<file path="config.mk">
export PLATFORM = sky130hd
export DESIGN_NAME = utf8_sequence_decoder_unit
export DESIGN_NICKNAME = d
export VERILOG_FILES = /design/src/sv/utf8_dec_pkg.sv /design/src/sv/utf8_sequence_decoder_unit.sv
export SDC_FILE = /design/constraint.sdc
export NUM_CORES = 1
export LEC_CHECK = 0
export BUFFER_PORTS_ARGS = -buffer_cell sky130_fd_sc_hd__buf_2
export CAP_MARGIN = 20
export CORE_MARGIN = 1
export CORE_UTILIZATION = 40
export CTS_BUF_LIST = sky130_fd_sc_hd__clkbuf_4 sky130_fd_sc_hd__clkbuf_8
export DETAILED_ROUTE_END_ITERATION = 16
export HOLD_SLACK_MARGIN = 0.05
export MAX_ROUTING_LAYER = met4
export SKIP_LAST_GASP = 1
export SYNTH_ARGS = -nofsm -noshare
export SYNTH_HDL_FRONTEND = slang
export SYNTH_SLANG_ARGS = --single-unit
</file>
<file path="constraint.sdc">
create_clock -name clk -period 6.17 [get_ports clk]
set_input_delay 0.9255 -clock clk [delete_from_list [all_inputs] [get_ports clk]]
set_output_delay 0.9255 -clock clk [all_outputs]
set_load 0.01 [all_outputs]
</file>
<file path="src/sv/utf8_dec_pkg.sv">
`timescale 1ns / 1ps
// ----------------------------------------------------------------------------
// utf8_dec_pkg
// Shared types and constants for the six-byte UTF-8 sequence decoder.
// ----------------------------------------------------------------------------
package utf8_dec_pkg;

  localparam int unsigned BYTE_W   = 8;
  localparam int unsigned LEN_W    = 3;
  localparam int unsigned CP_W     = 31;
  localparam int unsigned STATUS_W = 2;
  localparam int unsigned SIX_W    = 6;
  localparam int unsigned MAX_LEN  = 6;

  // status codes
  localparam logic [STATUS_W-1:0] STATUS_OK       = 2'd0;
  localparam logic [STATUS_W-1:0] STATUS_BAD_LEAD = 2'd1;
  localparam logic [STATUS_W-1:0] STATUS_BAD_CONT = 2'd2;

  // sequence lengths
  localparam logic [LEN_W-1:0] LEN_NONE = 3'd0;
  localparam logic [LEN_W-1:0] LEN_1    = 3'd1;
  localparam logic [LEN_W-1:0] LEN_2    = 3'd2;
  localparam logic [LEN_W-1:0] LEN_3    = 3'd3;
  localparam logic [LEN_W-1:0] LEN_4    = 3'd4;
  localparam logic [LEN_W-1:0] LEN_5    = 3'd5;
  localparam logic [LEN_W-1:0] LEN_6    = 3'd6;

  // continuation byte form 10xxxxxx
  localparam logic [BYTE_W-1:0] CONT_MASK  = 8'hc0;
  localparam logic [BYTE_W-1:0] CONT_MATCH = 8'h80;

  typedef struct packed {
    logic [BYTE_W-1:0] byte_0;
    logic [BYTE_W-1:0] byte_1;
    logic [BYTE_W-1:0] byte_2;
    logic [BYTE_W-1:0] byte_3;
    logic [BYTE_W-1:0] byte_4;
    logic [BYTE_W-1:0] byte_5;
    logic [LEN_W-1:0]  avail_bytes;
  } window_t;

  typedef struct packed {
    logic [CP_W-1:0]     code_point;
    logic [LEN_W-1:0]    seq_length;
    logic [STATUS_W-1:0] status;
  } result_t;

  // sequence length selected by the lead byte, zero for a bad lead
  function automatic logic [LEN_W-1:0] lead_length(input logic [BYTE_W-1:0] b);
    logic [LEN_W-1:0] len;
    len = LEN_NONE;
    if      ((b & 8'h80) == 8'h00) len = LEN_1;
    else if ((b & 8'he0) == 8'hc0) len = LEN_2;
    else if ((b & 8'hf0) == 8'he0) len = LEN_3;
    else if ((b & 8'hf8) == 8'hf0) len = LEN_4;
    else if ((b & 8'hfc) == 8'hf8) len = LEN_5;
    else if ((b & 8'hfe) == 8'hfc) len = LEN_6;
    return len;
  endfunction

  // payload bits of the lead byte for a given length
  function automatic logic [BYTE_W-2:0] lead_payload(input logic [BYTE_W-1:0] b,
                                                     input logic [LEN_W-1:0]  len);
    logic [BYTE_W-2:0] p;
    case (len)
      LEN_1:   p = b[6:0] & 7'h7f;
      LEN_2:   p = b[6:0] & 7'h1f;
      LEN_3:   p = b[6:0] & 7'h0f;
      LEN_4:   p = b[6:0] & 7'h07;
      LEN_5:   p = b[6:0] & 7'h03;
      default: p = b[6:0] & 7'h01;
    endcase
    return p;
  endfunction

endpackage

</file>
<file path="src/sv/utf8_sequence_decoder_unit.sv">
`timescale 1ns / 1ps
// ----------------------------------------------------------------------------
// utf8_sequence_decoder_unit
// Decodes one code point per transaction from a six-byte window.
// ----------------------------------------------------------------------------
// Takes a window of up to six bytes plus a count of valid bytes and decodes
// one code point in the original UTF-8 form (sequences of one to six bytes).
// A bad lead byte (10xxxxxx, 0xfe, 0xff) or a window shorter than the lead
// byte asks for gives status 1 with zero length; a following byte inside the
// sequence that is not 10xxxxxx gives status 2 with the lead's length. The
// code point is zero on either error; overlong forms and surrogates pass.
// The datapath is three register stages (lead decode, error classify, code
// point assembly); a new transaction is taken every cycle while the result
// side does not stall. Any stall on the result side backs up through the
// stages without losing or repeating a transaction.
// ----------------------------------------------------------------------------
module utf8_sequence_decoder_unit (
  input  logic                  clk,
  input  logic                  rst,
  input  logic                  window_valid,
  output logic                  window_ready,
  input  utf8_dec_pkg::window_t window,
  output logic                  result_valid,
  input  logic                  result_ready,
  output utf8_dec_pkg::result_t result
);

  localparam int unsigned NCONT = utf8_dec_pkg::MAX_LEN - 1;
  localparam int unsigned ASM_W = (utf8_dec_pkg::BYTE_W - 1)
                                  + NCONT * utf8_dec_pkg::SIX_W;

  // stage 1: lead decode
  logic                                s1_valid;
  logic [utf8_dec_pkg::LEN_W-1:0]      s1_len;
  logic [utf8_dec_pkg::LEN_W-1:0]      s1_avail;
  logic [NCONT-1:0]                    s1_cont_ok;
  logic [utf8_dec_pkg::BYTE_W-2:0]     s1_lead;
  logic [NCONT-1:0][utf8_dec_pkg::SIX_W-1:0] s1_six;

  // stage 2: error classify
  logic                                s2_valid;
  logic [utf8_dec_pkg::LEN_W-1:0]      s2_len;
  logic [utf8_dec_pkg::STATUS_W-1:0]   s2_status;
  logic [utf8_dec_pkg::BYTE_W-2:0]     s2_lead;
  logic [NCONT-1:0][utf8_dec_pkg::SIX_W-1:0] s2_six;

  // stage 3 is the output register
  logic s1_ready, s2_ready, s3_ready;

  assign s3_ready     = !result_valid || result_ready;
  assign s2_ready     = !s2_valid || s3_ready;
  assign s1_ready     = !s1_valid || s2_ready;
  assign window_ready = s1_ready;

  // ---- stage 1 combinational: lead length, saturated count, cont checks ----
  logic [utf8_dec_pkg::BYTE_W-1:0]  in_bytes [NCONT];
  logic [utf8_dec_pkg::LEN_W-1:0]   len_next;
  logic [utf8_dec_pkg::LEN_W-1:0]   avail_next;
  logic [NCONT-1:0]                 cont_ok_next;
  logic [NCONT-1:0][utf8_dec_pkg::SIX_W-1:0] six_next;

  assign in_bytes[0] = window.byte_1;
  assign in_bytes[1] = window.byte_2;
  assign in_bytes[2] = window.byte_3;
  assign in_bytes[3] = window.byte_4;
  assign in_bytes[4] = window.byte_5;

  always_comb begin
    len_next   = utf8_dec_pkg::lead_length(window.byte_0);
    // a count of seven acts as six
    avail_next = (window.avail_bytes > utf8_dec_pkg::LEN_6) ? utf8_dec_pkg::LEN_6
                                                             : window.avail_bytes;
    for (int p = 0; p < NCONT; p++) begin
      cont_ok_next[p] = ((in_bytes[p] & utf8_dec_pkg::CONT_MASK)
                         == utf8_dec_pkg::CONT_MATCH);
      six_next[p]     = in_bytes[p][utf8_dec_pkg::SIX_W-1:0];
    end
  end

  always_ff @(posedge clk) begin
    if (rst) begin
      s1_valid <= 1'b0;
    end else if (s1_ready) begin
      s1_valid <= window_valid;
    end
    if (s1_ready && window_valid) begin
      s1_len     <= len_next;
      s1_avail   <= avail_next;
      s1_cont_ok <= cont_ok_next;
      s1_lead    <= utf8_dec_pkg::lead_payload(window.byte_0, len_next);
      s1_six     <= six_next;
    end
  end

  // ---- stage 2 combinational: classify errors ----
  logic                              cont_bad;
  logic                              lead_bad;
  logic [utf8_dec_pkg::LEN_W-1:0]    s2_len_next;
  logic [utf8_dec_pkg::STATUS_W-1:0] s2_status_next;

  always_comb begin
    cont_bad = 1'b0;
    // only bytes inside the sequence are checked
    for (int p = 0; p < NCONT; p++) begin
      if ((s1_len > utf8_dec_pkg::LEN_W'(p + 1)) && !s1_cont_ok[p]) begin
        cont_bad = 1'b1;
      end
    end
    lead_bad = (s1_len == utf8_dec_pkg::LEN_NONE) || (s1_avail < s1_len);
    if (lead_bad) begin
      s2_len_next    = utf8_dec_pkg::LEN_NONE;
      s2_status_next = utf8_dec_pkg::STATUS_BAD_LEAD;
    end else if (cont_bad) begin
      s2_len_next    = s1_len;
      s2_status_next = utf8_dec_pkg::STATUS_BAD_CONT;
    end else begin
      s2_len_next    = s1_len;
      s2_status_next = utf8_dec_pkg::STATUS_OK;
    end
  end

  always_ff @(posedge clk) begin
    if (rst) begin
      s2_valid <= 1'b0;
    end else if (s2_ready) begin
      s2_valid <= s1_valid;
    end
    if (s2_ready && s1_valid) begin
      s2_len    <= s2_len_next;
      s2_status <= s2_status_next;
      s2_lead   <= s1_lead;
      s2_six    <= s1_six;
    end
  end

  // ---- stage 3 combinational: assemble the code point ----
  logic [ASM_W-1:0]  assembled;
  utf8_dec_pkg::result_t result_next;

  always_comb begin
    case (s2_len)
      utf8_dec_pkg::LEN_1: assembled = ASM_W'(s2_lead);
      utf8_dec_pkg::LEN_2: assembled = ASM_W'({s2_lead, s2_six[0]});
      utf8_dec_pkg::LEN_3: assembled = ASM_W'({s2_lead, s2_six[0], s2_six[1]});
      utf8_dec_pkg::LEN_4: assembled = ASM_W'({s2_lead, s2_six[0], s2_six[1],
                                               s2_six[2]});
      utf8_dec_pkg::LEN_5: assembled = ASM_W'({s2_lead, s2_six[0], s2_six[1],
                                               s2_six[2], s2_six[3]});
      utf8_dec_pkg::LEN_6: assembled = {s2_lead, s2_six[0], s2_six[1],
                                        s2_six[2], s2_six[3], s2_six[4]};
      default:             assembled = '0;
    endcase
    result_next.code_point = (s2_status == utf8_dec_pkg::STATUS_OK)
                             ? assembled[utf8_dec_pkg::CP_W-1:0] : '0;
    result_next.seq_length = s2_len;
    result_next.status     = s2_status;
  end

  always_ff @(posedge clk) begin
    if (rst) begin
      result_valid <= 1'b0;
    end else if (s3_ready) begin
      result_valid <= s2_valid;
    end
    if (s3_ready && s2_valid) begin
      result <= result_next;
    end
  end

  // ---- assertions ----
  a_err_zero_cp: assert property (@(posedge clk) disable iff (rst)
    result_valid && (result.status != utf8_dec_pkg::STATUS_OK) |-> result.code_point == '0)
    else $error("code point not zero on error");

  a_bad_lead_len: assert property (@(posedge clk) disable iff (rst)
    result_valid && (result.status == utf8_dec_pkg::STATUS_BAD_LEAD)
    |-> result.seq_length == utf8_dec_pkg::LEN_NONE)
    else $error("bad lead with nonzero length");

  a_ok_len: assert property (@(posedge clk) disable iff (rst)
    result_valid && (result.status != utf8_dec_pkg::STATUS_BAD_LEAD)
    |-> result.seq_length != utf8_dec_pkg::LEN_NONE)
    else $error("good lead with zero length");

  a_s1_hold: assert property (@(posedge clk) disable iff (rst)
    s1_valid && !s2_ready |=> s1_valid && $stable(s1_len))
    else $error("stage 1 lost a stalled transaction");

  a_s2_hold: assert property (@(posedge clk) disable iff (rst)
    s2_valid && !s3_ready |=> s2_valid && $stable(s2_status))
    else $error("stage 2 lost a stalled transaction");

endmodule

</file>
==> metrics.md <==
| Metric | Value |
|---|---|
| Outcome | `complete, no violations` |
| Pre-antenna DRT Iters | `4` |
| Area after DPL | `slightly below 6000 µm²` |
| Hold/Removal Path Class | `reg -> reg` |
| Critical Path, Cell by Cell | `buf_2 > nor2b_1 > nand3_1 > buf_2` |
| Site Rows | `just over 40` |
| Crit Path Max Fanout | `6` |
| Post-synth EDFFs | `approximately 130` |
| Top cell family by delay on the critical path | `simple AND/OR/NAND/NOR gates` |
| Die height | `roughly 120 µm` |
| Hold endpoint | `s2_lead[4]` |
| Design Power | `1968 µW` |
| CP Depth | `4` |
| Worst hold slack | `~400 ps` |
| Clk pin slew, worst setup/hold paths | `about 80 ps` |
| Die width | `~120 µm` |
| Synthesized area | `5320 µm²` |
| Average wire per standard cell | `between 15 and 20 µm` |
| Share of cells above drive strength 1 | `0.3370` |
| Unique masters post-synth | `44` |
| Hold Vio Cnt, Final | `0` |
| Yosys warnings | `0` |
| DP HPWL | `around 6.3 mm` |
| Hold Buf Count CTS | `0` |
| Final core area utilization | `0.4968` |
| Leak pwr | `0.002223 µW` |
| Max-cap viol count | `0` |
| RSZ-0062 raised after global routing | `no` |
| Post-route DRC | `0` |
| CP endpoint kind | `output port` |
| Worst Max-Slew Pin Slew | `slightly above 1000 ps` |
| Synth Net Count | `roughly 400` |
| Core Region | `around 13000 µm²` |
| Crit path largest cell delay | `between 500 and 600 ps` |
| Antenna Cells | `0` |
| Max-slew violations | `0` |
| Hold Crit Start | `s1_lead[4]` |
| Pwr/cell area | `between 300 and 400 nW/µm²` |
| Design area | `between 6000 and 7000 µm²` |
| Initial DRC Count | `between 200 and 250` |
| Number of global-route vias before repair | `approximately 3.0k` |
| Reg2Reg Depth | `4` |
| Post-CTS Resized | `0` |
| Total CTS buffers | `17` |
| Syn_area_per_cell | `about 15 µm²` |
| Worst r2r dst | `result[9]` |
| Sequential share of the synthesized area | `0.7225` |
| Clk root buf | `clkbuf_8` |
| Seq cells post-synth | `129` |
| Mapped Cells | `about 340` |
| Worst endpoint required time | `around 5200 ps` |
| Post-CTS Setup Bufs | `0` |
| Slew headroom | `0.3188` |
| Routed Antenna Nets | `0` |
| Reg2reg setup slack | `about 4000 ps` |
| Most frequent cells in the layout | `edfxtp_1, buf_2, nor2_1, a21oi_1, clkbuf_8` |
| Vias post-DR | `roughly 3.2k` |
| Layout net count | `499` |
| First-pass GRT wire length | `approximately 16 mm` |
| CTS tree | `done` |
| Finish-stage setup viols | `0` |
| Maximum VDD drop | `approximately 0.14 mV` |
| GR Overflow Total | `0` |
| Commonest non-fill, non-tap cell in the layout | `edfxtp_1` |
| Crit path kind | `in -> out` |
| FF-to-FF Start | `s2_len[0]` |
| WP data arrival | `approximately 1900 ps` |
| Asr flop ratio synth | `0` |
| Total clock sinks | `about 130` |
| Num ports | `93` |
| Buffers added on ports | `92` |
| Min-Delay Path Depth | `0` |
| F_max | `between 0.3 and 0.4 GHz` |
| Initial antenna violation count | `0` |
| CTS H-tree depth | `4` |
| Critical path's most frequent cell | `buf_2` |
| Clock Path Buffers | `2` |
| Crit path time final | `2861 ps` |
| Top FF cell, synth | `edfxtp_1` |
| Initial core utilization | `0.4165` |
| Skew-Pair Late Insertion Delay | `440 ps` |
| Slowest-stage cell, CP | `nor2b_1` |
| DRT Wirelength | `roughly 9.6 mm` |
| DIE AREA | `roughly 14000 µm²` |
| Final setup TNS | `0 ps` |
| Via-to-Cell Ratio | `~5.0` |
| Gr usage total | `0.1547` |
| Layout area overhead | `19.29%` |
| Gpl congestion | `around 0.79` |
| WP buf/inv | `2` |
| CP startpoint kind | `input pin` |
| Final Cycle Share | `0.4637` |
| Largest net degree at the start of global routing | `a little under 50` |
| Max Clock Skew | `between 9 and 10 ps` |
logic make-up after synthesis:
logic type	after synthesis	synth area share
buf+inv	25	0.03269
fa+ha+maj	2	0.004703
mux	22	0.04421
simple gates	78	0.07832
compound gates	88	0.1176
flops	129	0.7225
report_power, final:
group,internal [µW],leakage (µW),switching [µW],total [µW]
clock,436,0.000200,328,765
combinational,65.1,0.000840,90.8,156
sequential,1020,0.00118,23.8,1050
total,1520,0.00222,443,1970
flip-flops by register name, indices dropped and copies added, names as in the netlist:
signal,cells
result,36
result_valid,1
s1_avail,3
s1_cont_ok,5
s1_lead,7
s1_len,3
s1_six,30
s1_valid,1
s2_lead,7
s2_len,3
s2_six,30
s2_status,2
s2_valid,1
through the flow:
step / std cells / setup slack [ps]
floorplan: 344 / 1558
global placement: 595 / 3344
CTS: 626 / 3296
finish: 626 / 3309
detailed placement: 595 / 3306
global route: 626 / 3226
area by class of cell:
cell class,count,area [µm²]
multi-input combinational,190,1336
clock buffer,17,234.0
timing repair buffer,97,498.0
sequential,129,3844
inverter,7,28.78
clock inverter,14,190.2
fill,1091,6427
tap,172,215.2
cells in the mapped netlist (all sizes together) (3+ instances only):
library cell,n,area (µm²)
nor2b,18,115.1
clkbuf,5,28.77
edfxtp,126,3784
mux2,9,105.1
a221oi,9,78.83
and2,5,31.28
dfxtp,3,60.06
nand2,3,11.26
nor2,40,150.1
a21boi,4,30.03
o21ai,6,30.03
a22oi,18,155.1
nand3,4,25.02
a21oi,24,120.1
inv,7,28.78
a22o,5,43.79
a211oi,8,60.06
mux2i,13,130.1
buf,13,116.4
a31oi,6,37.54
worst register-to-register path: cells and delay by family (launching register included):
family / cells / cell delay, ps
DFF: 1 / 320
and+or+nand+nor: 1 / 740
AOI/OAI and AO/OA: 2 / 550
buffers and inverters: 1 / 410
per-layer routing:
metal / vias to the layer above / track usage / share of wire
met5: - / - / 0
met4: 0 / 0.07062 / 0.016
met3: 13 / 0.05010 / 0.065
met2: 114 / 0.2160 / 0.45
met1: 1492 / 0.2044 / 0.47
li1: 1540 / - / -
how the worst max path moves through the flow:
stage | from | end | slack (ps)
after floorplan | result_ready | s2_lead[0] | 1560
after global placement | result_ready | window_ready | 3340
after detailed placement | result_ready | window_ready | 3310
after CTS | result_ready | window_ready | 3300
after global routing | result_ready | window_ready | 3230
final | result_ready | window_ready | 3310
No activity file was read; power rests on OpenSTA's default activity.
